$ cat config.mk
export PLATFORM = sky130hd
export DESIGN_NAME = lsp_isqrt
export DESIGN_NICKNAME = d
export VERILOG_FILES = /design/src/rtl/lsp_pkg.sv /design/src/rtl/lsp_isqrt.sv
export SDC_FILE = /design/constraint.sdc
export NUM_CORES = 1
export LEC_CHECK = 0
export BUFFER_PORTS_ARGS = -buffer_cell sky130_fd_sc_hd__buf_2
export CORE_ASPECT_RATIO = 1.1
export CORE_MARGIN = 1.5
export CORE_UTILIZATION = 40
export CTS_CLUSTER_DIAMETER = 150
export CTS_CLUSTER_SIZE = 14
export DETAILED_ROUTE_END_ITERATION = 16
export PLACE_DENSITY_LB_ADDON = 0.3
export REMOVE_ABC_BUFFERS = 1
export SYNTH_ARGS = -nofsm -noshare
export SYNTH_HDL_FRONTEND = slang
export SYNTH_SLANG_ARGS = --single-unit
$ cat constraint.sdc
create_clock -name clk -period 3.4 [get_ports clk]
set_input_delay 0.34 -clock clk [delete_from_list [all_inputs] [get_ports clk]]
set_output_delay 0.34 -clock clk [all_outputs]
set_load 0.05 [all_outputs]
$ cat src/rtl/lsp_pkg.sv
// ----------------------------------------------------------------------------
// lsp_pkg
// Shared widths, constants, config struct and CORDIC angle table for the
// lidar spherical projection.
// ----------------------------------------------------------------------------
package lsp_pkg;

  localparam int COORD_WIDTH  = 20;
  localparam int CORDIC_STEPS = 16;

  // stream widths, padded to whole bytes
  localparam int COL_W      = 21;
  localparam int ROW_W      = 20;
  localparam int S_DATA_W   = ((3 * COORD_WIDTH + 7) / 8) * 8;
  localparam int M_DATA_W   = ((COL_W + ROW_W + 7) / 8) * 8;
  localparam int M_USER_W   = 2;
  localparam int USER_VIEW  = 0;
  localparam int USER_ZERO  = 1;

  // register file
  localparam int WIDTH_W  = 13;
  localparam int HEIGHT_W = 11;
  localparam int OFFSET_W = 12;
  localparam int BEAM_W   = 17;
  localparam int ADDR_W   = 5;
  localparam int IDX_W    = ADDR_W - 2;

  localparam logic [IDX_W-1:0] REG_WIDTH  = 3'd0;
  localparam logic [IDX_W-1:0] REG_HEIGHT = 3'd1;
  localparam logic [IDX_W-1:0] REG_OFFSET = 3'd2;
  localparam logic [IDX_W-1:0] REG_UPPER  = 3'd3;
  localparam logic [IDX_W-1:0] REG_LOWER  = 3'd4;

  typedef struct packed {
    logic [WIDTH_W-1:0]  width;
    logic [HEIGHT_W-1:0] height;
    logic [OFFSET_W-1:0] offset;
    logic [BEAM_W-1:0]   upper;
    logic [BEAM_W-1:0]   lower;
  } cfg_t;

  // angles in 1/65536 rad
  localparam int ANG_W     = 20;
  localparam int PI_Q      = 205887;
  localparam int HALF_PI_Q = 102944;

  // CORDIC datapath
  localparam int CIN_W       = COORD_WIDTH + 1;
  localparam int PRESCALE_SH = 24;
  localparam int CX_W        = CIN_W + PRESCALE_SH + 3;

  // integer square root of x^2 + y^2
  localparam int SQ_W      = 2 * COORD_WIDTH + 1;
  localparam int ISQ_STEPS = COORD_WIDTH + 1;

  // column: N = W*128*(pi - az) + pi/2, divided by pi via reciprocal
  localparam int D_W      = 19;
  localparam int M_W      = WIDTH_W + D_W;
  localparam int N_W      = M_W + 8;
  localparam int Q_W      = 23;
  localparam int RECIP_SH = N_W;
  localparam logic [Q_W-1:0] RECIP = Q_W'((64'd1 << RECIP_SH) / PI_Q);

  // latencies in register stages
  localparam int CORDIC_LAT = CORDIC_STEPS + 2;
  localparam int COL_LAT    = 7;
  localparam int ROW_LAT    = ROW_W + 4;
  localparam int COL_PAD    = ROW_LAT - COL_LAT;
  localparam int TOTAL_LAT  = 3 + ISQ_STEPS + CORDIC_LAT + ROW_LAT;

  function automatic logic signed [ANG_W-1:0] angle_step(input int i);
    case (i)
      0:  return ANG_W'(51472);
      1:  return ANG_W'(30386);
      2:  return ANG_W'(16055);
      3:  return ANG_W'(8150);
      4:  return ANG_W'(4091);
      5:  return ANG_W'(2047);
      6:  return ANG_W'(1024);
      7:  return ANG_W'(512);
      8:  return ANG_W'(256);
      9:  return ANG_W'(128);
      10: return ANG_W'(64);
      11: return ANG_W'(32);
      12: return ANG_W'(16);
      13: return ANG_W'(8);
      14: return ANG_W'(4);
      15: return ANG_W'(2);
      16: return ANG_W'(1);
      default: return '0;
    endcase
  endfunction

endpackage

$ cat src/rtl/lsp_isqrt.sv
// ----------------------------------------------------------------------------
// lsp_isqrt
// Pipelined floor square root, one result bit per stage.
// ----------------------------------------------------------------------------
module lsp_isqrt (
  input  logic                             clk,
  input  logic                             en,
  input  logic [lsp_pkg::SQ_W-1:0]         n,
  output logic [lsp_pkg::COORD_WIDTH-1:0]  root
);
  import lsp_pkg::*;

  logic [SQ_W-1:0] ns [1:ISQ_STEPS];
  logic [SQ_W-1:0] rs [1:ISQ_STEPS];

  for (genvar k = 0; k < ISQ_STEPS; k++) begin : g_step
    localparam logic [SQ_W-1:0] BIT = SQ_W'(1) << (2 * (ISQ_STEPS - 1 - k));
    logic [SQ_W-1:0] n_in, r_in, trial;
    if (k == 0) begin : g_first
      assign n_in = n;
      assign r_in = '0;
    end else begin : g_next
      assign n_in = ns[k];
      assign r_in = rs[k];
    end
    assign trial = r_in + BIT;
    always_ff @(posedge clk) begin
      if (en) begin
        if (n_in >= trial) begin
          ns[k+1] <= n_in - trial;
          rs[k+1] <= (r_in >> 1) + BIT;
        end else begin
          ns[k+1] <= n_in;
          rs[k+1] <= r_in >> 1;
        end
      end
    end
  end

  assign root = rs[ISQ_STEPS][COORD_WIDTH-1:0];

endmodule

After elaboration in Yosys (flattened, before gate mapping)
Memory sizes are Yosys's and may differ from the RTL's.
Cells that the tools add are included.
{"block": "totals", "regBits": 0, "latchBits": 0, "ramBits": 1722, "rom_bits": 0, "word_cells": 294, "n_memories": 2}
{"name": "ns", "words": 21, "word_bits": 41, "read_ports": 20, "rd_clocked_by_memory_dff": 0, "write_ports": 21, "line": "lsp_isqrt.sv:13", "text": "logic [SQ_W-1:0] ns [1:ISQ_STEPS];"}
{"name": "rs", "words": 21, "word_bits": 41, "read_ports": 21, "rd_clocked_by_memory_dff": 0, "write_ports": 21, "line": "lsp_isqrt.sv:14", "text": "logic [SQ_W-1:0] rs [1:ISQ_STEPS];"}
{"block": "classes", "addsub": 61, "multipliers": 0, "n_div": 0, "magnitude_cmp": 21, "n_eq_ne": 0, "shift": 0, "mux": 168, "bitwise": 42, "reduce_logical": 0}
{"op": "41-bit two-way mux", "count": 42}
{"op": "41-bit greater-or-equal comparator", "count": 20}
{"op": "41-bit subtractor", "count": 20}
{"op": "1-bit two-way mux", "count": 126}
{"op": "1-bit OR", "count": 42}
{"op": "40-bit by 1-bit adder with 41-bit output (second input constant)", "count": 1}
{"op": "40-bit by 11-bit adder with 41-bit output (second input constant)", "count": 1}
{"op": "40-bit by 13-bit adder with 41-bit output (second input constant)", "count": 1}
{"op": "40-bit by 15-bit adder with 41-bit output (second input constant)", "count": 1}
{"op": "40-bit by 17-bit adder with 41-bit output (second input constant)", "count": 1}
{"op": "40-bit by 19-bit adder with 41-bit output (second input constant)", "count": 1}
{"op": "40-bit by 21-bit adder with 41-bit output (second input constant)", "count": 1}
{"op": "40-bit by 23-bit adder with 41-bit output (second input constant)", "count": 1}
{"op": "40-bit by 25-bit adder with 41-bit output (second input constant)", "count": 1}
{"op": "40-bit by 27-bit adder with 41-bit output (second input constant)", "count": 1}
{"op": "40-bit by 29-bit adder with 41-bit output (second input constant)", "count": 1}
{"op": "40-bit by 3-bit adder with 41-bit output (second input constant)", "count": 1}
{"op": "40-bit by 31-bit adder with 41-bit output (second input constant)", "count": 1}
{"op": "40-bit by 33-bit adder with 41-bit output (second input constant)", "count": 1}
{"op": "40-bit by 35-bit adder with 41-bit output (second input constant)", "count": 1}
{"op": "40-bit by 37-bit adder with 41-bit output (second input constant)", "count": 1}
{"op": "40-bit by 39-bit adder with 41-bit output (second input constant)", "count": 1}
{"op": "40-bit by 5-bit adder with 41-bit output (second input constant)", "count": 1}
{"op": "40-bit by 7-bit adder with 41-bit output (second input constant)", "count": 1}
{"op": "23 further kinds", "count": 23}

Logic depth before layout (Yosys ltp)
An unclocked memory read counts as a cell.
{"block": "logic_depth", "word_depth": 7, "mapped_depth": 13}

Worst setup path after synthesis
OpenSTA, ideal clock, no wires.
{"block": "synth_path", "path_kind": "register to register", "from": "register, netlist name ns[0][605]", "to": "register, netlist name ns[0][654]", "arrival_time_ps": 3009, "t_required_ps": 3129, "slack_ps": 119, "path_stages_with_launch": 10, "path_cell_list": "edfxtp_1 or4_4 or3_1 or3_1 or4_4 a31o_1 a31oi_4 or3b_2 nor4_1 xor2_1"}

==> run summary <==
## Route
- 100 mm — overall routed net length
- 29958 — via total after detailed routing
- 1586 — iteration-0 DRC count of the detailed router
- 0 — Post-DRT Antenna Nets
- 0 — total DRC errors in the routed layout
- 8 — length of the first detailed-routing pass in iterations
- 17.3 µm — WL/cell
- 5.16 — average via count per standard cell

## Layout
- 5811 — count of non-filler cells in the finished layout
- 13.3% — growth of design area from synthesis to finish
- 10.5% — share of cells above drive strength 1
- 0 — number of antenna cells inserted
- 4453 — count of nets after finishing
- 10962 — # fillers

## Floorplan
- 135 — row count
- 372 µm — die height
- 63 — Top-Level Pins
- 40.3% — initial core utilization
- 123000 µm² — total core area
- 126000 µm² — Die Area
- 338 µm — chip width

## Place
- 0.928 — final RePlAce weighted congestion
- 62 — buffers added on ports
- 5674 — number of cells after detailed placement
- 75.3 mm — HPWL after detailed placement

## Synthesis
- 11.7% — simple-gate share of the synthesized area
- 76 — Unique masters post-synth
- 63.8% — area share of the largest cell type after synthesis
- 6.28% — area share of fa/ha/maj cells after synthesis
- edfxtp_1, ha_1, xor2_1 — top cells by area, synth
- edfxtp_1 — most instantiated library cell after synthesis
- 0 — Synth warnings
- edfxtp_1, inv_1, nand2_1 — commonest cells in the synthesized netlist
- 0.458% — post-synthesis mux area share
- 12.8 µm² — Avg Synthesized Cell Area
- 5.97% — xor/xnor cell area share of the yosys netlist
- edfxtp_1 — main flop type after synthesis
- 8.83% — Synth Area in Compound Gates
- 63.8% — Seq/Total Area, Yosys
- 49400 µm² — summed instance area of the synthesized netlist
- 0% — fraction of registers with async set/reset
- 1050 — post-synthesis register bit count
- edfxtp_1 — post-synthesis cell type with the largest combined area
- 1050 — number of synthesized flops with an enable pin
- simple AND/OR/NAND/NOR gates — main combinational cell family by area after synthesis
- 3869 — Gate Count Post-Synth

## Timing
- 0 — number of setup violations in the final report
- 0.989 ns — slew at the pin closest to its max-slew limit
- 0 — count of endpoints failing hold in the final timing report
- 0.0440 ns — Clock Skew
- 3.32 ns — min Tclk post-route
- true — setup repair after global routing missed its margin
- 301 MHz — maximum achievable frequency
- 34.0% — worst slew margin relative to its limit
- 97.6% — crit share post-route
- 0 — max-slew violation count

## Pwr
- 20.9 nW — leakage
- 580 nW/µm² — Power Density
- 32.5 mW — total design power
- 0.547 mV — largest voltage drop on the vdd net

## Hold path
- 2 — hold path cells
- in2reg — class of the tightest hold or removal check

## Run status
- finished clean — status

## Clock network
- 1050 — Sinks on Clock Net
- clkbuf_16 — cell at the root of the clock tree
- 84 — number of clock buffers inserted by TritonCTS
- done — CTS tree
- 0.06 ns — clock input transition at the sequential cells of the worst setup and hold paths
- 3 — maximum buffer depth of the clock tree
- 3 — number of H-tree levels
- 0.68 ns — worst skew pair latency

## Critical path
- 3.81 ns — worst endpoint required time
- 10 — number of cells traversed by the worst register-to-register path
- flip-flop — kind of end point of the critical path
- reg2reg — critical path class
- 3.73 ns — WP data arrival
- flip-flop — kind of start point of the critical path
- 4 — CP max FO

## Flow run
- 0 — count of maximum capacitance violations

## GRT
- 0 — global route overflow
- 31269 — number of global-route vias before repair
- 15.9% — GRT Total Usage
- 0 — initial antenna violation count
- 157 mm — wire length of the first global-routing pass
- 187 — maximum number of pins on one net before global-route repair

placed cells by master, fill, tap and decap left out, types with 152 or more instances in the layout:
cell type	instances
nand2_1	294
nor2_1	197
a21oi_1	152
ha_1	245
inv_1	307
buf_4	172
xor2_1	183
o21ai_0	246
edfxtp_1	1050
xnor2_1	154
worst max-delay path, cell delays in order (launching register included):
cell	delay, ns
edfxtp_1	0.39
inv_1	0.09
ha_1	0.15
or4b_2	0.66
nor3_1	0.30
nand4_1	0.22
o221ai_1	0.37
o21ai_0	0.28
nor3_2	0.30
nand3b_1	0.15
xnor2_1	0.14
stage by stage:
stage / worst slack (ns) / instance area [µm²] / setup TNS (ns) / utilization [%] / hold slack [ns]
final: 0.0828 / 56000 / 0 / 45.6 / 0.364
after global routing: -0.0223 / 56000 / -0.0421 / 45.6 / 0.324
after CTS: -0.00371 / 55700 / -0.00371 / 45.4 / 0.321
after detailed placement: -0.152 / 53000 / -0.604 / 43.1 / 0.429
after global placement: -0.153 / 53000 / -0.655 / 43.1 / 0.423
after floorplan: -1.22 / 49100 / -76.71 / - / 0.417
state kept, by name, indices dropped and copies added, names as in the netlist:
register,flops
ns,820
rs,230
final cells by class:
cell class	count	area (µm²)	area share, %
repair buffers	285	2210	3.95
well taps	1644	2060	3.67
multi-input cells	2433	16800	29.9
clock buffers	84	2100	3.75
flip-flops and latches	1050	31500	56.3
clock inverters	7	175	0.313
inverters	308	1160	2.07
what timing repair did:
action                                  4_1_cts  5_1_grt
pin swaps                                     0        8
buffers inserted                              0        4
resized for setup                             7       48
endpoints found under the setup margin       16       74
hold buffers                                 42        0
endpoints found under the hold margin        46        0
cells by family (layout without fill, tap and decap cells):
| logic type | Yosys count | in the layout |
|---|---|---|
| and+or+nand+nor | 1127 | 1127 |
| DFF | 1050 | 1050 |
| AOI/OAI and AO/OA | 700 | 700 |
| buffers and inverters | 386 | 684 |
| xor gates and xnor gates | 337 | 337 |
| adders and majority gates | 248 | 248 |
| muxes | 21 | 21 |
layer usage:
| layer | up-vias | wire length (µm) | track usage (%) | part of all wire, % |
|---|---|---|---|---|
| met3 | 274 | 2410 | 2.03 | 2.4 |
| met1 | 14267 | 31200 | 12.6 | 31 |
| met4 | 0 | 7430 | 10.5 | 7.4 |
| li1 | 14916 | - | - | - |
| met5 | - | 0 | 0 | 0 |
| met2 | 501 | 59300 | 34.7 | 59 |
worst paths after layout:
check	start	to	slack [ns]
min reg2reg	rs[0][515]	rs[0][555]	0.44
max	ns[0][704]	ns[0][774]	0.08
min	n[35]	ns[0][76]	0.36
max reg2reg	ns[0][704]	ns[0][774]	0.08
power breakdown:
part	switching, mW	internal, mW
clock	4.37	4.44
sequential	0.993	16.3
combinational	3.59	2.81
Power figures use the tool's default switching activity.
