<file path="src/rtl/lsp_pkg.sv">
// ----------------------------------------------------------------------------
// lsp_pkg
// Shared widths, constants, config struct and CORDIC angle table for the
// lidar spherical projection.
// ----------------------------------------------------------------------------
package lsp_pkg;

  localparam int COORD_WIDTH  = 20;
  localparam int CORDIC_STEPS = 16;

  // stream widths, padded to whole bytes
  localparam int COL_W      = 21;
  localparam int ROW_W      = 20;
  localparam int S_DATA_W   = ((3 * COORD_WIDTH + 7) / 8) * 8;
  localparam int M_DATA_W   = ((COL_W + ROW_W + 7) / 8) * 8;
  localparam int M_USER_W   = 2;
  localparam int USER_VIEW  = 0;
  localparam int USER_ZERO  = 1;

  // register file
  localparam int WIDTH_W  = 13;
  localparam int HEIGHT_W = 11;
  localparam int OFFSET_W = 12;
  localparam int BEAM_W   = 17;
  localparam int ADDR_W   = 5;
  localparam int IDX_W    = ADDR_W - 2;

  localparam logic [IDX_W-1:0] REG_WIDTH  = 3'd0;
  localparam logic [IDX_W-1:0] REG_HEIGHT = 3'd1;
  localparam logic [IDX_W-1:0] REG_OFFSET = 3'd2;
  localparam logic [IDX_W-1:0] REG_UPPER  = 3'd3;
  localparam logic [IDX_W-1:0] REG_LOWER  = 3'd4;

  typedef struct packed {
    logic [WIDTH_W-1:0]  width;
    logic [HEIGHT_W-1:0] height;
    logic [OFFSET_W-1:0] offset;
    logic [BEAM_W-1:0]   upper;
    logic [BEAM_W-1:0]   lower;
  } cfg_t;

  // angles in 1/65536 rad
  localparam int ANG_W     = 20;
  localparam int PI_Q      = 205887;
  localparam int HALF_PI_Q = 102944;

  // CORDIC datapath
  localparam int CIN_W       = COORD_WIDTH + 1;
  localparam int PRESCALE_SH = 24;
  localparam int CX_W        = CIN_W + PRESCALE_SH + 3;

  // integer square root of x^2 + y^2
  localparam int SQ_W      = 2 * COORD_WIDTH + 1;
  localparam int ISQ_STEPS = COORD_WIDTH + 1;

  // column: N = W*128*(pi - az) + pi/2, divided by pi via reciprocal
  localparam int D_W      = 19;
  localparam int M_W      = WIDTH_W + D_W;
  localparam int N_W      = M_W + 8;
  localparam int Q_W      = 23;
  localparam int RECIP_SH = N_W;
  localparam logic [Q_W-1:0] RECIP = Q_W'((64'd1 << RECIP_SH) / PI_Q);

  // latencies in register stages
  localparam int CORDIC_LAT = CORDIC_STEPS + 2;
  localparam int COL_LAT    = 7;
  localparam int ROW_LAT    = ROW_W + 4;
  localparam int COL_PAD    = ROW_LAT - COL_LAT;
  localparam int TOTAL_LAT  = 3 + ISQ_STEPS + CORDIC_LAT + ROW_LAT;

  function automatic logic signed [ANG_W-1:0] angle_step(input int i);
    case (i)
      0:  return ANG_W'(51472);
      1:  return ANG_W'(30386);
      2:  return ANG_W'(16055);
      3:  return ANG_W'(8150);
      4:  return ANG_W'(4091);
      5:  return ANG_W'(2047);
      6:  return ANG_W'(1024);
      7:  return ANG_W'(512);
      8:  return ANG_W'(256);
      9:  return ANG_W'(128);
      10: return ANG_W'(64);
      11: return ANG_W'(32);
      12: return ANG_W'(16);
      13: return ANG_W'(8);
      14: return ANG_W'(4);
      15: return ANG_W'(2);
      16: return ANG_W'(1);
      default: return '0;
    endcase
  endfunction

endpackage

</file>
<file path="src/rtl/lsp_cordic.sv">
// ----------------------------------------------------------------------------
// lsp_cordic
// Vectoring CORDIC atan2(y, x), one iteration per stage, result clamped
// to [-pi, pi]; zero vector gives zero.
// ----------------------------------------------------------------------------
module lsp_cordic (
  input  logic                              clk,
  input  logic                              en,
  input  logic signed [lsp_pkg::CIN_W-1:0]  in_x,
  input  logic signed [lsp_pkg::CIN_W-1:0]  in_y,
  output logic signed [lsp_pkg::ANG_W-1:0]  angle
);
  import lsp_pkg::*;

  localparam logic signed [ANG_W-1:0] PI_A   = ANG_W'(PI_Q);
  localparam logic signed [ANG_W-1:0] HALF_A = ANG_W'(HALF_PI_Q);

  logic signed [CX_W-1:0]  cx [0:CORDIC_STEPS];
  logic signed [CX_W-1:0]  cy [0:CORDIC_STEPS];
  logic signed [ANG_W-1:0] ca [0:CORDIC_STEPS];
  logic                    cz [0:CORDIC_STEPS];

  logic signed [CX_W-1:0]  px, py, fx, fy;
  logic signed [ANG_W-1:0] fa;

  assign px = CX_W'(in_x) <<< PRESCALE_SH;
  assign py = CX_W'(in_y) <<< PRESCALE_SH;

  // fold the left half plane by a quarter turn
  always_comb begin
    fx = px;
    fy = py;
    fa = '0;
    if (px < 0) begin
      if (py >= 0) begin
        fx = py;
        fy = -px;
        fa = HALF_A;
      end else begin
        fx = -py;
        fy = px;
        fa = -HALF_A;
      end
    end
  end

  always_ff @(posedge clk) begin
    if (en) begin
      cx[0] <= fx;
      cy[0] <= fy;
      ca[0] <= fa;
      cz[0] <= (in_x == '0) && (in_y == '0);
    end
  end

  for (genvar k = 0; k < CORDIC_STEPS; k++) begin : g_iter
    logic signed [CX_W-1:0] sx, sy;
    assign sx = cx[k] >>> k;
    assign sy = cy[k] >>> k;
    always_ff @(posedge clk) begin
      if (en) begin
        cz[k+1] <= cz[k];
        if (cy[k] < 0) begin
          cx[k+1] <= cx[k] - sy;
          cy[k+1] <= cy[k] + sx;
          ca[k+1] <= ca[k] - angle_step(k);
        end else begin
          cx[k+1] <= cx[k] + sy;
          cy[k+1] <= cy[k] - sx;
          ca[k+1] <= ca[k] + angle_step(k);
        end
      end
    end
  end

  always_ff @(posedge clk) begin
    if (en) begin
      if (cz[CORDIC_STEPS])              angle <= '0;
      else if (ca[CORDIC_STEPS] > PI_A)  angle <= PI_A;
      else if (ca[CORDIC_STEPS] < -PI_A) angle <= -PI_A;
      else                               angle <= ca[CORDIC_STEPS];
    end
  end

endmodule

</file>
<file path="config.mk">
export PLATFORM = sky130hd
export DESIGN_NAME = lsp_cordic
export DESIGN_NICKNAME = d
export VERILOG_FILES = /design/src/rtl/lsp_pkg.sv /design/src/rtl/lsp_cordic.sv
export SDC_FILE = /design/constraint.sdc
export NUM_CORES = 2
export LEC_CHECK = 0
export BUFFER_PORTS_ARGS = -buffer_cell sky130_fd_sc_hd__buf_2
export CAP_MARGIN = 40
export CORE_MARGIN = 1.5
export CORE_UTILIZATION = 25
export DETAILED_ROUTE_END_ITERATION = 7
export GPL_ROUTABILITY_DRIVEN = 0
export PLACE_DENSITY_LB_ADDON = 0.25
export SLEW_MARGIN = 20
export SYNTH_ARGS = -nofsm -noshare
export SYNTH_HDL_FRONTEND = slang
export SYNTH_SLANG_ARGS = --single-unit
export TNS_END_PERCENT = 5
</file>
<file path="constraint.sdc">
create_clock -name clk -period 9.5 [get_ports clk]
set_input_delay 1.9 -clock clk [delete_from_list [all_inputs] [get_ports clk]]
set_output_delay 1.9 -clock clk [all_outputs]
set_load 0.1 [all_outputs]
</file>
# --- Yosys cells after proc, flatten, opt, wreduce, memory -nomap -nowiden ---
# Memory sizes are Yosys's and may differ from the RTL's.
# Cells that the tools add are included.
classes:
  n_addsub: 97
  magnitude_cmp: 20
  n_mux: 154
  n_bitwise: 48
  reduce_logical: 4
op_table:
  columns: ["op", "n"]
  rows:
  - ["48-bit two-way mux", 36]
  - ["48-bit by 1-bit less-than comparator with 1-bit output, second input constant", 16]
  - ["20-bit two-way mux", 19]
  - ["1-bit two-way mux", 98]
  - ["48-bit by 33-bit adder with 48-bit output", 2]
  - ["48-bit by 34-bit adder with 48-bit output", 2]
  - ["48-bit by 35-bit adder with 48-bit output", 2]
  - ["48-bit by 36-bit adder with 48-bit output", 2]
  - ["48-bit by 37-bit adder with 48-bit output", 2]
  - ["48-bit by 38-bit adder with 48-bit output", 2]
  - ["48-bit by 39-bit adder with 48-bit output", 2]
  - ["48-bit by 40-bit adder with 48-bit output", 2]
  - ["48-bit by 41-bit adder with 48-bit output", 2]
  - ["48-bit by 42-bit adder with 48-bit output", 2]
  - ["48-bit by 43-bit adder with 48-bit output", 2]
  - ["48-bit by 44-bit adder with 48-bit output", 2]
  - ["48-bit by 45-bit adder with 48-bit output", 2]
  - ["48-bit by 46-bit adder with 48-bit output", 2]
  - ["48-bit by 47-bit adder with 48-bit output", 2]
  - ["45-bit negator with 48-bit output", 2]
  - ["48-bit by 33-bit subtractor with 48-bit output", 2]
  - ["48-bit by 34-bit subtractor with 48-bit output", 2]
  - ["48-bit by 35-bit subtractor with 48-bit output", 2]
  - ["48-bit by 36-bit subtractor with 48-bit output", 2]
  - ["52 further kinds", 114]
totals:
  output_inout_bits: 20
  in_bits: 44
  wordCells: 329
  mem_bits_rw: 1989
  mem_count: 4
  regBits: 20
memory_table:
  columns: ["memory", "words", "width", "read_ports", "rd_clocked_by_memory_dff", "write_ports", "line", "text"]
  rows:
  - ["cx", 17, 48, 16, 0, 17, "lsp_cordic.sv:18", "logic signed [CX_W-1:0] cx [0:CORDIC_STEPS];"]
  - ["cy", 17, 48, 16, 0, 17, "lsp_cordic.sv:19", "logic signed [CX_W-1:0] cy [0:CORDIC_STEPS];"]
  - ["ca", 17, 20, 17, 0, 17, "lsp_cordic.sv:20", "logic signed [ANG_W-1:0] ca [0:CORDIC_STEPS];"]
  - ["cz", 17, 1, 17, 0, 17, "lsp_cordic.sv:21", "logic cz [0:CORDIC_STEPS];"]

# --- Depth between registers and ports, before layout ---
# An unclocked memory read counts as a cell.
logic_depth:
  word_depth: 6
  ltp_mapped: 24
  ltp_nobuf: 24

# --- Worst setup path before layout ---
# No wires, ideal clock.
synth_timing:
  path_kind: "input to register"
  from: "in en"
  to: "mem cx[10][41] (netlist bit), data pin"
  t_required_ns: 9.231
  cell_stages: 20
  setup_ns: 0.269
  t_arrival_ns: 6.483
  slack_ns: 2.748
  path_buffers: 5
  cell_sequence: "clkbuf_1 clkbuf_1 nor2b_1 clkbuf_1 inv_1 clkbuf_1 buf_1 o21ai_0 ha_1 a211o_1 a21oi_1 o21ai_0 o2bb2ai_1 o21a_1 a311oi_1 o31ai_1 a221o_1 a221oi_1 o31ai_1 xor2_1"
synth_lines:
  columns: ["item", "line", "text"]
  rows:
  - ["from (decl)", "lsp_cordic.sv:8", "input logic en,"]
  - ["to (decl)", "lsp_cordic.sv:18", null]

==> reports/metrics.cfg <==
[outcome]
status=complete, no violations

[sta]
slew_headroom=0.377
worstMarginPinSlew_ps=923
hold_violations=0
fin_crit_sh=0.715
post-route-min-period_ps=6790
max_freq_ghz=0.147
final_max_slew_viol_count=0
rsz0062_at_grt=false
finalSetupViolCount=0
setup_tns_ps=0
skew_ps=99.9

[floorplanning]
die_x_um=728
dieArea_mm2=0.530
num_io_pins=64
fp.coreArea_mm2=0.524
initial_core_util=0.251
fp.dieH_um=728
num_rows=266

[finish]
drive_above_1_share=0.0430
syn_to_final_growth_pct=11.6
multi_input_area_mm2=0.0835
fin_cells=21200
regArea_mm2=0.0446
nets=15600
num-fill-cells=55500

[clock_tree]
cts_hold_buf=0
cts_num_sinks=1485
clkLatencyLatePin_ps=950
ctsResizeCount=0
cts-root-buf=clkbuf_16
cts_tree=yes
cts_buffers=194
clockBufferDepth=4
htreeDepth=4
postCtsSetupBuffers=0
clk_pin_slew_ps=60

[setup_path]
path_buf_inv=2
critical_path.max_stage_delay_ps=750
critPathCaptureType=register
critical_path_arrival_ps=7470
r2r_cells=18
cpMostUsedCell=o21ai_0
r2r_slack_ps=2950
cp-start-kind=input pin
crit_type=input pin to register
cp.required_ps=10180
cp_max_fo=28
crit_path_cell_trace=buf_12 > nor2b_4 > inv_2 > o21ai_0 > xnor2_1 > ha_1 > a2111oi_0 > o31a_1 > o21ai_0 > a221oi_1 > nor3_1 > a211oi_1 > o21ai_0 > o41a_1 > nand4_1 > nand2_1 > xnor2_1
timing.rr.start=cx[7][21]$_DFFE_PP_
slowest_stage=a211oi_1
timing.rr.end=cy[8][44]$_DFFE_PP_
cp_top_family=compound AO/OA/AOI/OAI gates

[global_route]
grt_max_degree=149
grt_pass1_vias=101000
gr-total-overflow=0
antenna_found_initial=7
grt_pass1_wl_mm=608
track_usage=0.144

[synth]
yosysWarnings=0
synth.most_common_cell=a21oi_1
synth-edff-count=1485
syn_inst=14100
async_flop_share=0
syn_avg_cell_area_um2=9.36
synth_flop_cell=edfxtp_1
synth_seq_cells=1485
ys_types=91
yosys.area.top_type_share=0.339
synth_seq_area_share=0.339
synthTopCellsByCount=a21oi_1 (1,528), ha_1 (1,486), edfxtp_1 (1,485)
netlist_area_mm2=0.131
yosysTopAreaCell=edfxtp_1
synth_area_leaders=edfxtp_1 (34%), ha_1 (14%), xnor2_1 (8.9%)

[drt]
drt-pass1-iter-count=6
routedWlPerCell_um=18.8
drt_iter0_markers=6802
avgViaCountPerCell=4.91
drcViolationCount=0
totalWireLength_mm=399
ant_nets=0
vias=104000

[place]
portBuffers=63
dp.cells=20800
hpwl_mm=324

[min_path]
hold_end=ca[8][8]$_DFFE_PP_
min-delay-start=ca[7][8]$_DFFE_PP_
hold_path_depth=0
hold_class=register to register

[flow_run]
max_cap_viol_count=0

-- metal layers --
metal	routed length [um]	global-route usage	vias to the layer above	part of all wire
met3	13800	0.0140	496	0.034
li1	-	-	52200	-
met5	24	0	-	0.000060
met2	196000	0.259	1906	0.49
met4	11400	0.0383	4	0.029
met1	178000	0.182	49300	0.45
-- per-stage QoR --
stage          hold WS [ps]  utilization  cell area [um2]  setup slack [ps]
6_report                340        0.280           147000              2710
5_1_grt                 345        0.280           147000              2340
4_1_cts                 328        0.280           147000              2760
3_5_place_dp            405        0.267           140000              1790
3_3_place_gp            402        0.267           140000              1730
2_1_floorplan           400            -           132000              2750
-- cell type report --
| cell class | instances | share of cell area |
|---|---|---|
| multi-input combinational | 11600 | 0.569 |
| tap | 6968 | 0.0594 |
| clock inverter | 124 | 0.00944 |
| inverter | 576 | 0.0147 |
| timing repair buffer | 161 | 0.00826 |
| clock buffer | 227 | 0.0348 |
| antenna | 4 | 0.0000682 |
| sequential | 1485 | 0.304 |
-- worst max-delay path by stage --
stage	slack [ps]	depth (start not counted)	to	startpoint
floorplan	2750	20	cx[10][41]$_DFFE_PP_	en
global placement	1730	19	cx[8][47]$_DFFE_PP_	en
detailed placement	1790	19	cx[8][47]$_DFFE_PP_	en
CTS	2760	19	cx[8][47]$_DFFE_PP_	en
global route	2340	20	cy[8][44]$_DFFE_PP_	en
finish	2710	17	cx[12][47]$_DFFE_PP_	en
-- logic make-up (layout without fill, tap and decap cells) --
logic type,after synthesis,after routing,share of synthesized area
compound gates,4352,4352,0.210
xor+xnor,2052,2052,0.137
fa+ha+maj,1522,1522,0.147
buf+inv,922,1088,0.0264
flops,1485,1485,0.339
mux,54,54,0.00421
other cells,1,7,0.0000285
simple gates,3663,3663,0.137
-- placed cells by master (no fill, tap or decap), drive strengths merged, types with 46 or more instances in the layout --
cell / n
a211oi: 86
a21boi: 93
a21o: 653
a21oi: 1529
a31o: 46
a31oi: 167
and2: 82
and3: 144
buf: 155
clkbuf: 230
clkinv: 74
edfxtp: 1485
ha: 1486
inv: 585
nand2: 747
nand2b: 220
nand3: 230
nand4: 141
nor2: 1072
nor2b: 205
nor3: 369
nor4: 99
o211ai: 69
o21a: 170
o21ai: 742
o21bai: 179
o31ai: 166
o41ai: 86
or2: 48
or3: 111
or4: 65
xnor2: 1337
xor2: 715
-- flip-flops by register name, summed over array words and instances, names as in the netlist --
name   cells
cy       582
cx       566
ca       300
angle     20
cz        17
Power is not shown: default switching activity piles up to over one toggle a cycle in this logic, so the estimate is an artifact.
