<file path="config.mk">
export PLATFORM = sky130hd
export DESIGN_NAME = lsp_column
export DESIGN_NICKNAME = d
export VERILOG_FILES = /design/src/rtl/lsp_pkg.sv /design/src/rtl/lsp_column.sv
export SDC_FILE = /design/constraint.sdc
export NUM_CORES = 2
export LEC_CHECK = 0
export BUFFER_PORTS_ARGS = -buffer_cell sky130_fd_sc_hd__buf_2
export CORE_MARGIN = 1.5
export CORE_UTILIZATION = 35
export DETAILED_ROUTE_END_ITERATION = 10
export MAX_ROUTING_LAYER = met4
export PLACE_DENSITY = 0.57
export SETUP_SLACK_MARGIN = 0.02
export SLEW_MARGIN = 15
export SYNTH_ARGS = -nofsm -noshare
export SYNTH_HDL_FRONTEND = slang
export SYNTH_SLANG_ARGS = --single-unit
</file>
<file path="constraint.sdc">
create_clock -name clk -period 7.8 [get_ports clk]
set_clock_uncertainty 0.15 [all_clocks]
set_input_delay 0 -clock clk [delete_from_list [all_inputs] [get_ports clk]]
set_output_delay 0 -clock clk [all_outputs]
set_load 0.005 [all_outputs]
</file>
<file path="src/rtl/lsp_pkg.sv">
// ----------------------------------------------------------------------------
// lsp_pkg
// Shared widths, constants, config struct and CORDIC angle table for the
// lidar spherical projection.
// ----------------------------------------------------------------------------
package lsp_pkg;

  localparam int COORD_WIDTH  = 20;
  localparam int CORDIC_STEPS = 16;

  // stream widths, padded to whole bytes
  localparam int COL_W      = 21;
  localparam int ROW_W      = 20;
  localparam int S_DATA_W   = ((3 * COORD_WIDTH + 7) / 8) * 8;
  localparam int M_DATA_W   = ((COL_W + ROW_W + 7) / 8) * 8;
  localparam int M_USER_W   = 2;
  localparam int USER_VIEW  = 0;
  localparam int USER_ZERO  = 1;

  // register file
  localparam int WIDTH_W  = 13;
  localparam int HEIGHT_W = 11;
  localparam int OFFSET_W = 12;
  localparam int BEAM_W   = 17;
  localparam int ADDR_W   = 5;
  localparam int IDX_W    = ADDR_W - 2;

  localparam logic [IDX_W-1:0] REG_WIDTH  = 3'd0;
  localparam logic [IDX_W-1:0] REG_HEIGHT = 3'd1;
  localparam logic [IDX_W-1:0] REG_OFFSET = 3'd2;
  localparam logic [IDX_W-1:0] REG_UPPER  = 3'd3;
  localparam logic [IDX_W-1:0] REG_LOWER  = 3'd4;

  typedef struct packed {
    logic [WIDTH_W-1:0]  width;
    logic [HEIGHT_W-1:0] height;
    logic [OFFSET_W-1:0] offset;
    logic [BEAM_W-1:0]   upper;
    logic [BEAM_W-1:0]   lower;
  } cfg_t;

  // angles in 1/65536 rad
  localparam int ANG_W     = 20;
  localparam int PI_Q      = 205887;
  localparam int HALF_PI_Q = 102944;

  // CORDIC datapath
  localparam int CIN_W       = COORD_WIDTH + 1;
  localparam int PRESCALE_SH = 24;
  localparam int CX_W        = CIN_W + PRESCALE_SH + 3;

  // integer square root of x^2 + y^2
  localparam int SQ_W      = 2 * COORD_WIDTH + 1;
  localparam int ISQ_STEPS = COORD_WIDTH + 1;

  // column: N = W*128*(pi - az) + pi/2, divided by pi via reciprocal
  localparam int D_W      = 19;
  localparam int M_W      = WIDTH_W + D_W;
  localparam int N_W      = M_W + 8;
  localparam int Q_W      = 23;
  localparam int RECIP_SH = N_W;
  localparam logic [Q_W-1:0] RECIP = Q_W'((64'd1 << RECIP_SH) / PI_Q);

  // latencies in register stages
  localparam int CORDIC_LAT = CORDIC_STEPS + 2;
  localparam int COL_LAT    = 7;
  localparam int ROW_LAT    = ROW_W + 4;
  localparam int COL_PAD    = ROW_LAT - COL_LAT;
  localparam int TOTAL_LAT  = 3 + ISQ_STEPS + CORDIC_LAT + ROW_LAT;

  function automatic logic signed [ANG_W-1:0] angle_step(input int i);
    case (i)
      0:  return ANG_W'(51472);
      1:  return ANG_W'(30386);
      2:  return ANG_W'(16055);
      3:  return ANG_W'(8150);
      4:  return ANG_W'(4091);
      5:  return ANG_W'(2047);
      6:  return ANG_W'(1024);
      7:  return ANG_W'(512);
      8:  return ANG_W'(256);
      9:  return ANG_W'(128);
      10: return ANG_W'(64);
      11: return ANG_W'(32);
      12: return ANG_W'(16);
      13: return ANG_W'(8);
      14: return ANG_W'(4);
      15: return ANG_W'(2);
      16: return ANG_W'(1);
      default: return '0;
    endcase
  endfunction

endpackage

</file>
<file path="src/rtl/lsp_column.sv">
// ----------------------------------------------------------------------------
// lsp_column
// Azimuth to column: W*128*(pi - az)/pi rounded, plus offset, one wrap.
// Division by pi is a split reciprocal multiply with one correction step.
// ----------------------------------------------------------------------------
module lsp_column (
  input  logic                              clk,
  input  logic                              en,
  input  lsp_pkg::cfg_t                     cfg,
  input  logic signed [lsp_pkg::ANG_W-1:0]  az,
  output logic [lsp_pkg::COL_W-1:0]         column
);
  import lsp_pkg::*;

  localparam int AW1  = ANG_W + 1;
  localparam int HALF = N_W / 2;
  localparam int P_W  = HALF + Q_W;
  localparam int QP_W = Q_W + D_W - 1;
  localparam int C_W  = Q_W + 1;
  localparam logic [N_W-1:0] RND = N_W'(PI_Q / 2);

  logic signed [AW1-1:0] dd;
  logic [D_W-1:0]        d;
  assign dd = AW1'(ANG_W'(PI_Q)) - AW1'(az);
  assign d  = dd[D_W-1:0];

  // c1: W * (pi - az)
  logic [M_W-1:0] m1;
  // c2: dividend
  logic [N_W-1:0] n2, n3, n4, n5;
  // c3: partial products with the reciprocal
  logic [P_W-1:0] p_hi, p_lo;
  // c4: estimate, c5: back-multiply
  logic [Q_W-1:0]  q4, q5;
  logic [QP_W-1:0] qp5;
  // c6: corrected quotient plus offset
  logic [C_W-1:0]  c6, c7;
  logic [N_W:0]    rem;
  logic [63:0]     psum;

  assign psum = (64'(p_hi) << HALF) + 64'(p_lo);
  assign rem  = {1'b0, n5} - (N_W+1)'(qp5);

  always_ff @(posedge clk) begin
    if (en) begin
      m1   <= M_W'(cfg.width) * M_W'(d);
      n2   <= {m1, 7'b0} + RND;
      p_hi <= P_W'(n2[N_W-1:HALF]) * P_W'(RECIP);
      p_lo <= P_W'(n2[HALF-1:0]) * P_W'(RECIP);
      n3   <= n2;
      q4   <= psum[RECIP_SH +: Q_W];
      n4   <= n3;
      qp5  <= QP_W'(q4) * QP_W'(PI_Q);
      q5   <= q4;
      n5   <= n4;
      c6   <= C_W'(q5) + C_W'(rem >= (N_W+1)'(PI_Q)) + (C_W'(cfg.offset) << 8);
      if (c6 > C_W'({cfg.width, 8'b0})) c7 <= c6 - C_W'({cfg.width, 8'b0});
      else                               c7 <= c6;
    end
  end

  assign column = c7[COL_W-1:0];

endmodule

</file>
After elaboration in Yosys (flattened, before gate mapping)
Index checks and enable logic that the tools add are counted.
- add/sub/neg operators: 7
- multipliers: 4
- order comparisons: 2
- muxes and demuxes: 1
- operator list (cell ; count):
    20-bit by 21-bit multiplier with 41-bit output (second input constant) ; 2
    63-bit by 43-bit adder with 63-bit output ; 1
    41-bit by 18-bit >= comparator with 1-bit output (second input constant) ; 1
    23-bit by 18-bit multiplier with 41-bit output (second input constant) ; 1
    40-bit by 41-bit subtractor with 41-bit output ; 1
    39-bit by 17-bit adder with 40-bit output (second input constant) ; 1
    13-bit by 19-bit multiplier with 32-bit output ; 1
    23-bit by 1-bit adder with 24-bit output ; 1
    24-bit by 20-bit adder with 24-bit output ; 1
    24-bit by 21-bit > comparator with 1-bit output ; 1
    21-bit two-way mux ; 1
    21-bit subtractor ; 1
    19-bit subtractor (first input constant) ; 1
- bits in registers: 406
- word-level logic and storage cells: 26

Depth between registers and ports, before layout
- word-level depth: 4
- gate-level depth with buffers: 29

Least setup slack after synthesis
No wires, ideal clock.
- path kind: input-to-reg
- start: input az[6] (netlist bit)
- end: register m1[31], data pin
- library setup time: 260 ps
- arrival time: 6500 ps
- setup slack: 890 ps
- stages on the path: 29
- buffers on the path: 1
- cell sequence: clkbuf_1 > inv_1 > ha_1 > nor3b_1 > nor2b_1 > o31a_1 > or3_1 > xor2_1 > nor2_1 > fa_1 > inv_1 > fa_1 > inv_1 > fa_1 > fa_1 > inv_1 > fa_1 > inv_1 > ha_1 > a21oi_1 > o21bai_1 > a21o_1 > a21o_1 > a21oi_1 > o211ai_1 > o21ai_0 > o21ai_0 > a21oi_1 > xnor2_1
- cells in the longest elaborated chain, start to end: 2
- RTL lines (element ; line ; source):
    start, declared ; lsp_column.sv:10 ; input logic signed [lsp_pkg::ANG_W-1:0] az,
    19-bit subtractor ; lsp_column.sv:24 ; assign dd = AW1'(ANG_W'(PI_Q)) - AW1'(az);
    13-bit by 19-bit multiplier with 32-bit output ; lsp_column.sv:46 ; m1 <= M_W'(cfg.width) * M_W'(d);
    end signal, assigned ; lsp_column.sv:46 ;
    end, declared ; lsp_column.sv:28 ; logic [M_W-1:0] m1;
No other way between the ends.
A chain may end at the register's enable or synchronous reset.

Worst setup path in the final report
- start: register n2[23]
- end: register p_hi[41], data pin
- cells in the longest elaborated chain, start to end: 1
- RTL lines (element ; line ; source):
    start, declared ; lsp_column.sv:30 ; logic [N_W-1:0] n2, n3, n4, n5;
    start signal, assigned ; lsp_column.sv:47 ; n2 <= {m1, 7'b0} + RND;
    20-bit by 21-bit multiplier with 41-bit output ; lsp_column.sv:48 ; p_hi <= P_W'(n2[N_W-1:HALF]) * P_W'(RECIP);
    end signal, assigned ; lsp_column.sv:48 ;
    end, declared ; lsp_column.sv:32 ; logic [P_W-1:0] p_hi, p_lo;
No other way between the ends.

==> results.toml <==
[synthesis]
yosys-top-cells-area = "fa_1, edfxtp_1, ha_1"
synthArstFlopShare_pct = 0
avgSynthCellArea_um2 = 10.7
synth_ff_type = "edfxtp_1"
yosys.cell_count.top_type = "inv_1"
yosysTopAreaCellShare_pct = 25.1
synthCells = 4014
ys_ff_latch = 356
synth_area_leader_cell = "fa_1"
synth_cell_types = 94
synth-edff-count = 356
synth_fp_nets = 5326
ys_seq_area_share_pct = 24.9
yosys_warnings = 0
synth.cell_area_um2 = 42900
ys_top_cells_by_count = "inv_1, ha_1, fa_1"

[floorplanning]
die_area_um2 = 125000
num_rows = 128
die_h_um = 353
core_um2 = 122000
io_pins = 113
initial_core_util_pct = 35.3
die_w_um = 353

[global_route]
antenna_found_initial = 9
grt_use_total_pct = 16.0
grt_pass1_vias = 29150
grt_max_degree = 127
grt_pass1_wl_um = 156000
grt_overflow_total = 0

[setup_path]
criticalPathCategory = "register to register"
cp-end-kind = "register"
cp_cell_sequence = "inv_1 > fa_1 > inv_1 > fa_1 > inv_1 > fa_1 > inv_1 > fa_1 > inv_1 > fa_1 > inv_1 > fa_1 > inv_1 > fa_1 > inv_1 > ha_1 > o21a_1 > a31o_2 > a211o_1 > a211o_1 > a21o_1 > a31oi_1 > o21bai_1 > xor2_1"
slowest_stage = "edfxtp_1"
start_kind = "register"
cp_max_fo = 7
crit_top_cell = "inv_1"
cpPeakStageDelay_ns = 0.54
crit_buf_inv = 8
arrival_ns = 7.18
cpLargestDelayFamily = "adder cells"
worstPathRequired_ns = 8.01

[sta]
finalHoldViolCount = 0
fin_ws_ns = 0.828
finalMaxSlewViolations = 0
maxSlewHeadroom_pct = 32.4
fin_crit_sh_pct = 89.4
max_freq_mhz = 143
setup_viol = 0
finalSetupTns_ns = 0
rsz0062_at_grt = "no"
worst_pin_slew_ns = 1.01
period_needed_ns = 6.97

[clock_network]
cts_root_buf = "clkbuf_16"
cts_setup_buffers = 0
cts_made_buffers = 44
ctsResizeCount = 0
clk_latency_ns = 0.60
clk_path_buf_depth = 3
cts_tree = "built"
clk_pin_slew_ns = 0.06
cts_sinks = 356
htreeDepth = 2

[detailed_routing]
post_drt_wl_per_cell_um = 16.3
routed_wl_um = 94400
antenna_left = 0
drc_errors = 0
drtIter0Drc = 1273
drt-vias-per-instance = 4.78
drtPass1Iterations = 7
vias = 27707

[layout]
syn_to_final_growth_pct = 9.61
diodes = 0
drive_gt1_share_pct = 5.44
fin_util_pct = 38.7
nets = 5451
n_fill_cell = 12036

[outcome]
status = "finished clean"

[place]
gp_routability_congestion = 0.886
io_buffers = 66
dp.final_hpwl_um = 78800
place_ws_ns = 0.394

[run]
drv_cap = 0

[worst_hold_path]
holdCritPathClass = "input pin to register"
## worst register-to-register path: stages, from the launching register on
cell and delay (ns):
edfxtp_1 0.54, inv_1 0.14, fa_1 0.55, inv_1 0.07
fa_1 0.50, inv_1 0.05, fa_1 0.47, inv_1 0.05
fa_1 0.50, inv_1 0.05, fa_1 0.53, inv_1 0.05
fa_1 0.47, inv_1 0.05, fa_1 0.47, inv_1 0.04
ha_1 0.31, o21a_1 0.21, a31o_2 0.27, a211o_1 0.35
a211o_1 0.32, a21o_1 0.20, a31oi_1 0.17, o21bai_1 0.09
xor2_1 0.14
## per-layer routing
| layer | track usage (%) | part of all wire (%) |
|---|---|---|
| met1 | 21.6 | 47 |
| met2 | 26.4 | 48 |
| met3 | 1.40 | 3.3 |
| met4 | 3.23 | 1.8 |
| met5 | - | 0 |
## final timing paths
check	slack [ns]	end	startpoint	depth (start not counted)
hold reg to reg	0.25	n5[31]$_DFFE_PP_	n4[31]$_DFFE_PP_	0
setup reg to reg	0.83	p_hi[41]$_DFFE_PP_	n2[23]$_DFFE_PP_	24
hold / removal	0.07	c7[9]$_DFFE_PP_	cfg[58]	4
setup / recovery	0.83	p_hi[41]$_DFFE_PP_	n2[23]$_DFFE_PP_	24
## flip-flops by register name, indices dropped and copies added (netlist names)
signal and count:
qp5 40, q5 23, c6 24, n3 31
n5 33, m1 32, c7 21, n4 33
n2 33, p_lo 22, q4 23, p_hi 41
## what timing repair did
action	in CTS	in global routing
hold buffers	21	0
endpoints found under the hold margin	113	0
setup endpoints to repair	0	0
## per-stage QoR
| step | std cells | cell area (um^2) | hold WS [ns] |
|---|---|---|---|
| 2_1_floorplan | 4014 | 42900 | -0.0375 |
| 3_3_place_gp | 5697 | 45400 | 0.244 |
| 3_5_place_dp | 5697 | 45400 | 0.240 |
| 4_1_cts | 5798 | 47100 | 0.0316 |
| 5_1_grt | 5798 | 47100 | 0.0565 |
| 6_report | 5798 | 47100 | 0.0688 |
## cell type report
class | instances | area, um^2 | share of cell area, %
clock buffer | 51 | 1130 | 2.39
clock inverter | 29 | 299 | 0.635
inverter | 853 | 3200 | 6.80
multi-input combinational | 2759 | 28900 | 61.3
sequential | 356 | 10700 | 22.7
tap | 1625 | 2030 | 4.32
timing repair buffer | 125 | 848 | 1.80
## layout by cell type (no fill, tap or decap), types with 18 or more instances in the layout
| cell type | count |
|---|---|
| nor3_1 | 37 |
| nand3_1 | 45 |
| nor2_1 | 201 |
| and2_1 | 61 |
| xnor2_1 | 156 |
| nand2_1 | 178 |
| dlygate4sd3_1 | 21 |
| clkbuf_16 | 44 |
| fa_1 | 539 |
| inv_1 | 848 |
| buf_2 | 65 |
| o21ai_0 | 82 |
| nor2b_1 | 35 |
| nand2b_1 | 73 |
| edfxtp_1 | 356 |
| nand4_1 | 20 |
| a211oi_1 | 18 |
| xor2_1 | 79 |
| a21oi_1 | 164 |
| buf_4 | 37 |
| a21o_1 | 92 |
| o21a_1 | 25 |
| and3_1 | 23 |
| ha_1 | 681 |
## kinds of logic (layout without fill, tap and decap cells)
family | Yosys count | after routing | share of synthesized area, %
xor gates and xnor gates | 235 | 235 | 4.79
DFF | 356 | 356 | 24.9
adders and majority gates | 1220 | 1220 | 45.0
AOI/OAI and AO/OA | 535 | 535 | 8.31
and+or+nand+nor | 754 | 754 | 8.78
muxes | 15 | 15 | 0.379
buffers and inverters | 899 | 1058 | 7.88
Power is not shown: default switching activity piles up to over one toggle a cycle in this logic, so the estimate is an artifact.
