--- src/rtl/lsp_pkg.sv ---
// ----------------------------------------------------------------------------
// lsp_pkg
// Shared widths, constants, config struct and CORDIC angle table for the
// lidar spherical projection.
// ----------------------------------------------------------------------------
package lsp_pkg;

  localparam int COORD_WIDTH  = 20;
  localparam int CORDIC_STEPS = 16;

  // stream widths, padded to whole bytes
  localparam int COL_W      = 21;
  localparam int ROW_W      = 20;
  localparam int S_DATA_W   = ((3 * COORD_WIDTH + 7) / 8) * 8;
  localparam int M_DATA_W   = ((COL_W + ROW_W + 7) / 8) * 8;
  localparam int M_USER_W   = 2;
  localparam int USER_VIEW  = 0;
  localparam int USER_ZERO  = 1;

  // register file
  localparam int WIDTH_W  = 13;
  localparam int HEIGHT_W = 11;
  localparam int OFFSET_W = 12;
  localparam int BEAM_W   = 17;
  localparam int ADDR_W   = 5;
  localparam int IDX_W    = ADDR_W - 2;

  localparam logic [IDX_W-1:0] REG_WIDTH  = 3'd0;
  localparam logic [IDX_W-1:0] REG_HEIGHT = 3'd1;
  localparam logic [IDX_W-1:0] REG_OFFSET = 3'd2;
  localparam logic [IDX_W-1:0] REG_UPPER  = 3'd3;
  localparam logic [IDX_W-1:0] REG_LOWER  = 3'd4;

  typedef struct packed {
    logic [WIDTH_W-1:0]  width;
    logic [HEIGHT_W-1:0] height;
    logic [OFFSET_W-1:0] offset;
    logic [BEAM_W-1:0]   upper;
    logic [BEAM_W-1:0]   lower;
  } cfg_t;

  // angles in 1/65536 rad
  localparam int ANG_W     = 20;
  localparam int PI_Q      = 205887;
  localparam int HALF_PI_Q = 102944;

  // CORDIC datapath
  localparam int CIN_W       = COORD_WIDTH + 1;
  localparam int PRESCALE_SH = 24;
  localparam int CX_W        = CIN_W + PRESCALE_SH + 3;

  // integer square root of x^2 + y^2
  localparam int SQ_W      = 2 * COORD_WIDTH + 1;
  localparam int ISQ_STEPS = COORD_WIDTH + 1;

  // column: N = W*128*(pi - az) + pi/2, divided by pi via reciprocal
  localparam int D_W      = 19;
  localparam int M_W      = WIDTH_W + D_W;
  localparam int N_W      = M_W + 8;
  localparam int Q_W      = 23;
  localparam int RECIP_SH = N_W;
  localparam logic [Q_W-1:0] RECIP = Q_W'((64'd1 << RECIP_SH) / PI_Q);

  // latencies in register stages
  localparam int CORDIC_LAT = CORDIC_STEPS + 2;
  localparam int COL_LAT    = 7;
  localparam int ROW_LAT    = ROW_W + 4;
  localparam int COL_PAD    = ROW_LAT - COL_LAT;
  localparam int TOTAL_LAT  = 3 + ISQ_STEPS + CORDIC_LAT + ROW_LAT;

  function automatic logic signed [ANG_W-1:0] angle_step(input int i);
    case (i)
      0:  return ANG_W'(51472);
      1:  return ANG_W'(30386);
      2:  return ANG_W'(16055);
      3:  return ANG_W'(8150);
      4:  return ANG_W'(4091);
      5:  return ANG_W'(2047);
      6:  return ANG_W'(1024);
      7:  return ANG_W'(512);
      8:  return ANG_W'(256);
      9:  return ANG_W'(128);
      10: return ANG_W'(64);
      11: return ANG_W'(32);
      12: return ANG_W'(16);
      13: return ANG_W'(8);
      14: return ANG_W'(4);
      15: return ANG_W'(2);
      16: return ANG_W'(1);
      default: return '0;
    endcase
  endfunction

endpackage

--- src/rtl/lsp_row.sv ---
// ----------------------------------------------------------------------------
// lsp_row
// Elevation to row: (upper - el)*H*256/(upper + lower), rounded half away
// from zero, saturated. Restoring divider, one quotient bit per stage.
// ----------------------------------------------------------------------------
module lsp_row (
  input  logic                              clk,
  input  logic                              en,
  input  lsp_pkg::cfg_t                     cfg,
  input  logic signed [lsp_pkg::ANG_W-1:0]  el,
  output logic signed [lsp_pkg::ROW_W-1:0]  row,
  output logic                              in_view
);
  import lsp_pkg::*;

  localparam int DIF_W = ANG_W + 1;
  localparam int PRD_W = DIF_W + HEIGHT_W + 1;
  localparam int MAG_W = PRD_W + 8;
  localparam int DEN_W = BEAM_W + 1;
  localparam int LIM_W = HEIGHT_W + 9;
  localparam logic signed [ROW_W-1:0] RMAX = {1'b0, {(ROW_W-1){1'b1}}};
  localparam logic signed [ROW_W-1:0] RMIN = {1'b1, {(ROW_W-1){1'b0}}};

  logic [DEN_W-1:0]        den;
  logic signed [DIF_W-1:0] diff;
  logic signed [PRD_W-1:0] prod;
  logic signed [MAG_W-1:0] num;
  logic [MAG_W-1:0]        mag, d2;
  logic                    neg2, nz2;

  assign den  = DEN_W'(cfg.upper) + DEN_W'(cfg.lower);
  assign diff = $signed(DIF_W'(cfg.upper)) - DIF_W'(el);
  assign num  = {prod, 8'b0};
  assign mag  = (num < 0) ? MAG_W'(-num) : MAG_W'(num);

  always_ff @(posedge clk) begin
    if (en) begin
      prod <= diff * $signed({1'b0, cfg.height});
      d2   <= mag + MAG_W'(den >> 1);
      neg2 <= prod < 0;
      nz2  <= prod != '0;
    end
  end

  // divider stages
  logic [MAG_W-1:0] rem [0:ROW_W];
  logic [ROW_W-1:0] quo [0:ROW_W];
  logic             ovf [0:ROW_W];
  logic             neg [0:ROW_W];
  logic             nz  [0:ROW_W];
  logic             dz  [0:ROW_W];

  always_ff @(posedge clk) begin
    if (en) begin
      rem[0] <= d2;
      quo[0] <= '0;
      ovf[0] <= d2 >= (MAG_W'(den) << ROW_W);
      neg[0] <= neg2;
      nz[0]  <= nz2;
      dz[0]  <= den == '0;
    end
  end

  for (genvar k = 0; k < ROW_W; k++) begin : g_div
    localparam int SH = ROW_W - 1 - k;
    logic [MAG_W-1:0] dsh;
    assign dsh = MAG_W'(den) << SH;
    always_ff @(posedge clk) begin
      if (en) begin
        ovf[k+1] <= ovf[k];
        neg[k+1] <= neg[k];
        nz[k+1]  <= nz[k];
        dz[k+1]  <= dz[k];
        if (rem[k] >= dsh) begin
          rem[k+1] <= rem[k] - dsh;
          quo[k+1] <= quo[k] | (ROW_W'(1) << SH);
        end else begin
          rem[k+1] <= rem[k];
          quo[k+1] <= quo[k];
        end
      end
    end
  end

  logic signed [ROW_W-1:0] rv;
  logic signed [LIM_W-1:0] lim;
  logic [ROW_W-1:0]        qf;

  assign qf  = quo[ROW_W];
  assign lim = $signed({1'b0, cfg.height, 8'b0}) - LIM_W'(256);

  always_comb begin
    if (dz[ROW_W] && !nz[ROW_W])            rv = '0;
    else if (ovf[ROW_W] || qf[ROW_W-1])     rv = neg[ROW_W] ? RMIN : RMAX;
    else if (neg[ROW_W])                    rv = -$signed(qf);
    else                                    rv = $signed(qf);
  end

  always_ff @(posedge clk) begin
    if (en) begin
      row     <= rv;
      in_view <= !rv[ROW_W-1] && (LIM_W'(rv) <= lim);
    end
  end

endmodule

--- config.mk ---
export PLATFORM = sky130hd
export DESIGN_NAME = lsp_row
export DESIGN_NICKNAME = d
export VERILOG_FILES = /design/src/rtl/lsp_pkg.sv /design/src/rtl/lsp_row.sv
export SDC_FILE = /design/constraint.sdc
export NUM_CORES = 2
export LEC_CHECK = 0
export BUFFER_PORTS_ARGS = -buffer_cell sky130_fd_sc_hd__buf_2
export CAP_MARGIN = 20
export CORE_AREA = 2 2 554 556
export DETAILED_ROUTE_END_ITERATION = 16
export DIE_AREA = 0 0 556 558
export GPL_TIMING_DRIVEN = 0
export PLACE_DENSITY = 0.37
export SLEW_MARGIN = 20
export SYNTH_ARGS = -nofsm -noshare
export SYNTH_HDL_FRONTEND = slang
export SYNTH_SLANG_ARGS = --single-unit
--- constraint.sdc ---
create_clock -name clk -period 9.3 [get_ports clk]
set_clock_uncertainty 0.15 [all_clocks]
set_input_delay 0 -clock clk [delete_from_list [all_inputs] [get_ports clk]]
set_output_delay 0 -clock clk [all_outputs]
set_load 0.005 [all_outputs]
Word level (Yosys, flattened, before mapping)
Memories as Yosys holds them, arrays and structs flattened.
Index checks and enable logic that the tools add are counted.
{ "classes": {"multipliers": 1, "muxes": 167, "n_lt_le_gt_ge": 24, "n_addsub": 26, "bitwise": 40, "n_reduce_logical": 7} }
{ "op_table": {"columns": ["operator", "count"], "rows": [
  ["$mux W41", 21],
  ["$mux W20", 24],
  ["$mux W1", 122],
  ["$add A41 B17 Y41", 1],
  ["$ge A41 B18 Y1", 1],
  ["$ge A41 B19 Y1", 1],
  ["$ge A41 B20 Y1", 1],
  ["$ge A41 B21 Y1", 1],
  ["$ge A41 B22 Y1", 1],
  ["$ge A41 B23 Y1", 1],
  ["$ge A41 B24 Y1", 1],
  ["$ge A41 B25 Y1", 1],
  ["$ge A41 B26 Y1", 1],
  ["$ge A41 B27 Y1", 1],
  ["$ge A41 B28 Y1", 1],
  ["$ge A41 B29 Y1", 1],
  ["$ge A41 B30 Y1", 1],
  ["$ge A41 B31 Y1", 1],
  ["$ge A41 B32 Y1", 1],
  ["$ge A41 B33 Y1", 1],
  ["$ge A41 B34 Y1", 1],
  ["$ge A41 B35 Y1", 1],
  ["$ge A41 B36 Y1", 1],
  ["$ge A41 B37 Y1", 1],
  ["36 further kinds", 77]
]} }
{ "totals": {"inputBits": 92, "elab_cells": 277, "regBits": 97, "ramBits": 1365, "memories": 6, "output_inout_bits": 21} }
{ "mem_list": {"columns": ["name", "words", "word_bits", "read_ports", "rd_clocked_by_memory_dff", "write_ports", "line_no", "rtl"], "rows": [
  ["rem", 21, 41, 20, 0, 21, "lsp_row.sv:46", "logic [MAG_W-1:0] rem [0:ROW_W];"],
  ["quo", 21, 20, 21, 0, 21, "lsp_row.sv:47", "logic [ROW_W-1:0] quo [0:ROW_W];"],
  ["dz", 21, 1, 21, 0, 21, "lsp_row.sv:51", "logic dz [0:ROW_W];"],
  ["neg", 21, 1, 21, 0, 21, "lsp_row.sv:49", "logic neg [0:ROW_W];"],
  ["nz", 21, 1, 21, 0, 21, "lsp_row.sv:50", "logic nz [0:ROW_W];"],
  ["ovf", 21, 1, 21, 0, 21, "lsp_row.sv:48", "logic ovf [0:ROW_W];"]
]} }

Depth between registers and ports, before layout
An unclocked memory read counts as a cell.
{ "logic_depth": {"ltp_word": 7, "depth_mapped": 32, "ltp_nobuf": 30} }

Worst setup path before layout
Ideal clock, no wire load.
{ "synth_timing": {"path_kind": "input-to-reg", "startpoint": "in el[1] in the netlist's numbering", "endpoint": "reg prod[32] (data pin)", "t_required_ns": 8.891, "path_slack_ns": 1.922, "n_path_buf": 2, "path_stages": 31, "arrival_ns": 6.968, "setup_ns": 0.259, "path_cell_list": "inv_1 > ha_1 > nor2b_1 > o21ai_0 > a21boi_0 > o32ai_1 > o21bai_1 > a2111oi_0 > nor3_1 > xor2_1 > clkbuf_1 > nand2_1 > fa_1 > inv_1 > fa_1 > fa_1 > fa_1 > inv_1 > fa_1 > inv_1 > ha_1 > clkbuf_1 > a2111oi_0 > o21ai_0 > o21a_1 > or3_1 > a31oi_1 > o41a_1 > o21ai_0 > a21oi_1 > xnor2_1"} }
{ "synth_via": {"elab_chain_cells": 2} }
{ "synth_lines": {"columns": ["item", "line_no", "rtl"], "rows": [
  ["from (decl)", "lsp_row.sv:10", "input logic signed [lsp_pkg::ANG_W-1:0] el,"],
  ["$sub A18 B20 Y21", "lsp_row.sv:32", "assign diff = $signed(DIF_W'(cfg.upper)) - DIF_W'(el);"],
  ["$mul A21 B12 Y33", "lsp_row.sv:38", "prod <= diff * $signed({1'b0, cfg.height});"],
  ["to (signal assigned)", "lsp_row.sv:38", null],
  ["to (decl)", "lsp_row.sv:26", "logic signed [PRD_W-1:0] prod;"]
]} }
No other way between the ends.
A chain may end at the register's enable or synchronous reset.

Final worst setup path
{ "layout_timing": {"startpoint": "in cfg[19] in the netlist's numbering", "endpoint": "reg prod[32] (data pin)"} }
{ "layout_via": {"elab_chain_cells": 2} }
{ "layout_lines": {"columns": ["item", "line_no", "rtl"], "rows": [
  ["from (decl)", "lsp_row.sv:9", "input lsp_pkg::cfg_t cfg,"],
  ["$sub A18 B20 Y21", "lsp_row.sv:32", null],
  ["$mul A21 B12 Y33", "lsp_row.sv:38", null]
]} }
No other way between the ends.

==> metrics.txt <==
status=completed; initial cell density of the core=around a quarter; top post-synthesis cells by area=edfxtp_1 48%, ha_1 8.4%, fa_1 6.0%; Peak VDD IR=between 400 and 500 µV; GRT Resource Usage Total=14.0%; vias in the first global route=53.4k; cell area after synthesis=75,800 µm²; Worst setup EP type=register; top-area cell type share of the netlist area=48.0%; Buffers on Ports=83; Final Slew Violations=0; total global routing overflow=0; Finished Layout Cells=11.2k; Required @ worst endpoint=9680 ps; maxcap violations=0; Syn Inst Count=slightly below 7k; Fin Setup TNS=0 ps; # DRC=0; Fill cells=~31k; CTS tree=yes; CP max FO=10; FMAX=116 MHz; CP Class=in2reg; minimum clock period=8620 ps; CTS Buf Count=161; CP most frequent cell=fa_1; cell count after placement=10.9k; Yosys Warn Count=0; TritonRoute pass-1 iters=7; # clock sinks=1,211; Post-synth EDFFs=1,211; Worst-path clk slew=60 ps; Hold Worst Slack=51.9 ps; gpl congestion=0.832; RSZ-0062 raised after global routing=no; first-pass GRT wire length=approximately 330 mm; num rows=203; largest net degree at the start of global routing=a little over 100; #FFs+latches synth=1,211; final WL=between 200 and 250 mm; Leak Pwr=32.6 nW; Setup-failing EPs final=0; ratio of final minimum period to clock period=92.7%; Syn Area/Cell=11.1 µm²; Unique masters post-synth=88; Finished Core Util=28.8%; core area=between 300,000 and 400,000 µm²; H-tree depth=4; Die Span Y=558 µm; nets@finish=~7.9k; placed wire-length estimate=around 170 mm; CP arrival=approximately 9000 ps; HP Class=in2reg; die area=310,000 µm²; DRT iter0 DRCs=3,015; largest area contributor in the netlist=edfxtp_1; crit start category=input pin; Antenna Nets Post-Route=0; root buffer cell=clkbuf_16; most used flip-flop cell after synthesis=edfxtp_1; sequential area share after synthesis=48.0%; antenna violations before repair=12; vias=roughly 53k; Post-CTS Setup Repair Bufs=0; clk_lat worst skew=840 ps; fraction of layout cells with a size suffix above 1=roughly 7.8%; synth cell count leaders=1,211 x edfxtp_1, 591 x nand2_1, 508 x ha_1; Vias per Instance=4.69; Worst Tran Pin Value=1300 ps; worst relative slew slack=12.5%; pwr dens=about 390 nW/µm²; final count of hold timing violations=0; Crit path largest cell delay=590 ps; syn_nets=7,622; Die Wd=556 µm; DR WL/cell=19.5 µm; Area Overhead vs Synth=15.9%; Worst path slowest cell=a221oi_2; CTS Buffer Depth=4; most common cell in the synthesized netlist=edfxtp_1; asr flop ratio synth=0%; Top Ports=113
==> cell usage in the layout (no fill, tap or decap), drive strengths merged, types with 142 or more instances in the layout <==
cell,count
a21o,174
a21oi,401
buf,142
clkbuf,365
edfxtp,1211
fa,226
ha,508
inv,444
nand2,592
nor2,411
nor3,181
o21ai,376
xnor2,324
xor2,309
==> path summary, 6_finish.rpt <==
| check | endpoint | cells past startpoint | start | slack, ps |
|---|---|---|---|---|
| setup / recovery | prod[32] | 29 | cfg[19] | 680 |
| hold / removal | dz[0] | 7 | cfg[15] | 50 |
| setup reg to reg | d2[38] | 16 | prod[32] | 3540 |
| hold reg to reg | quo[4][43] | 0 | quo[4][23] | 250 |
==> cells by family (layout without fill, tap and decap cells) <==
kind of cell	Yosys count	in the layout	synth area share, %
xor+xnor	633	633	7.32
compound gates	1425	1425	11.8
fa+ha+maj	734	734	14.4
other cells	0	5	0
simple gates	2066	2066	13.8
buf+inv	622	1064	3.09
flops	1211	1211	48.0
mux	105	105	1.54
==> state kept, by name, indices dropped and copies added, names as in the netlist <==
name,count
rem,820
quo,210
d2,41
prod,33
dz,21
neg,21
nz,21
ovf,21
row,20
in_view,1
neg2,1
nz2,1
==> through the flow <==
stage / power [mW] / setup slack (ps) / instance area (µm²)
finish: 34.5 / 678 / 87800
floorplan: 23.4 / 1920 / 75800
detailed placement: 28.5 / -484 / 82300
global placement: 28.5 / -2450 / 81200
CTS: 35.0 / 193 / 87700
global route: 37.6 / 56.0 / 87800
==> layer usage <==
metal	vias up	track usage [%]	wire length (µm)
met4	2	3.73	5520
met3	274	2.23	9300
met2	915	23.9	106000
li1	25700	-	-
met1	25900	18.2	99100
met5	-	0	13
==> timing repair <==
item | CTS | global route
setup endpoints to repair | 0 | 3
resized for setup | 0 | 4
endpoints found under the hold margin | 237 | 0
hold buffers | 32 | 0
==> worst max-delay path: cells and delay by family <==
family	cells	cell delay, ps
buf+inv	6	1420
fa+ha+maj	6	2680
compound gates	9	3100
simple gates	5	1000
xor+xnor	3	760
==> layout make-up <==
class	instances	area (µm²)	area share, %
timing repair buffer	161	1680	1.92
buffer	184	768	0.875
multi-input combinational	4963	37200	42.3
tap	3997	5000	5.70
sequential	1211	36400	41.4
clock inverter	87	896	1.02
clock buffer	194	4240	4.83
inverter	438	1650	1.88
antenna	5	12.5	0.0143
==> report_power, final <==
group / total (mW) / switching [mW] / internal, mW
Sequential: 9.75 / 1.10 / 8.65
Clock: 6.17 / 2.46 / 3.71
Combinational: 18.5 / 10.7 / 7.88
Note: power is estimated with default switching activity, not from simulation.
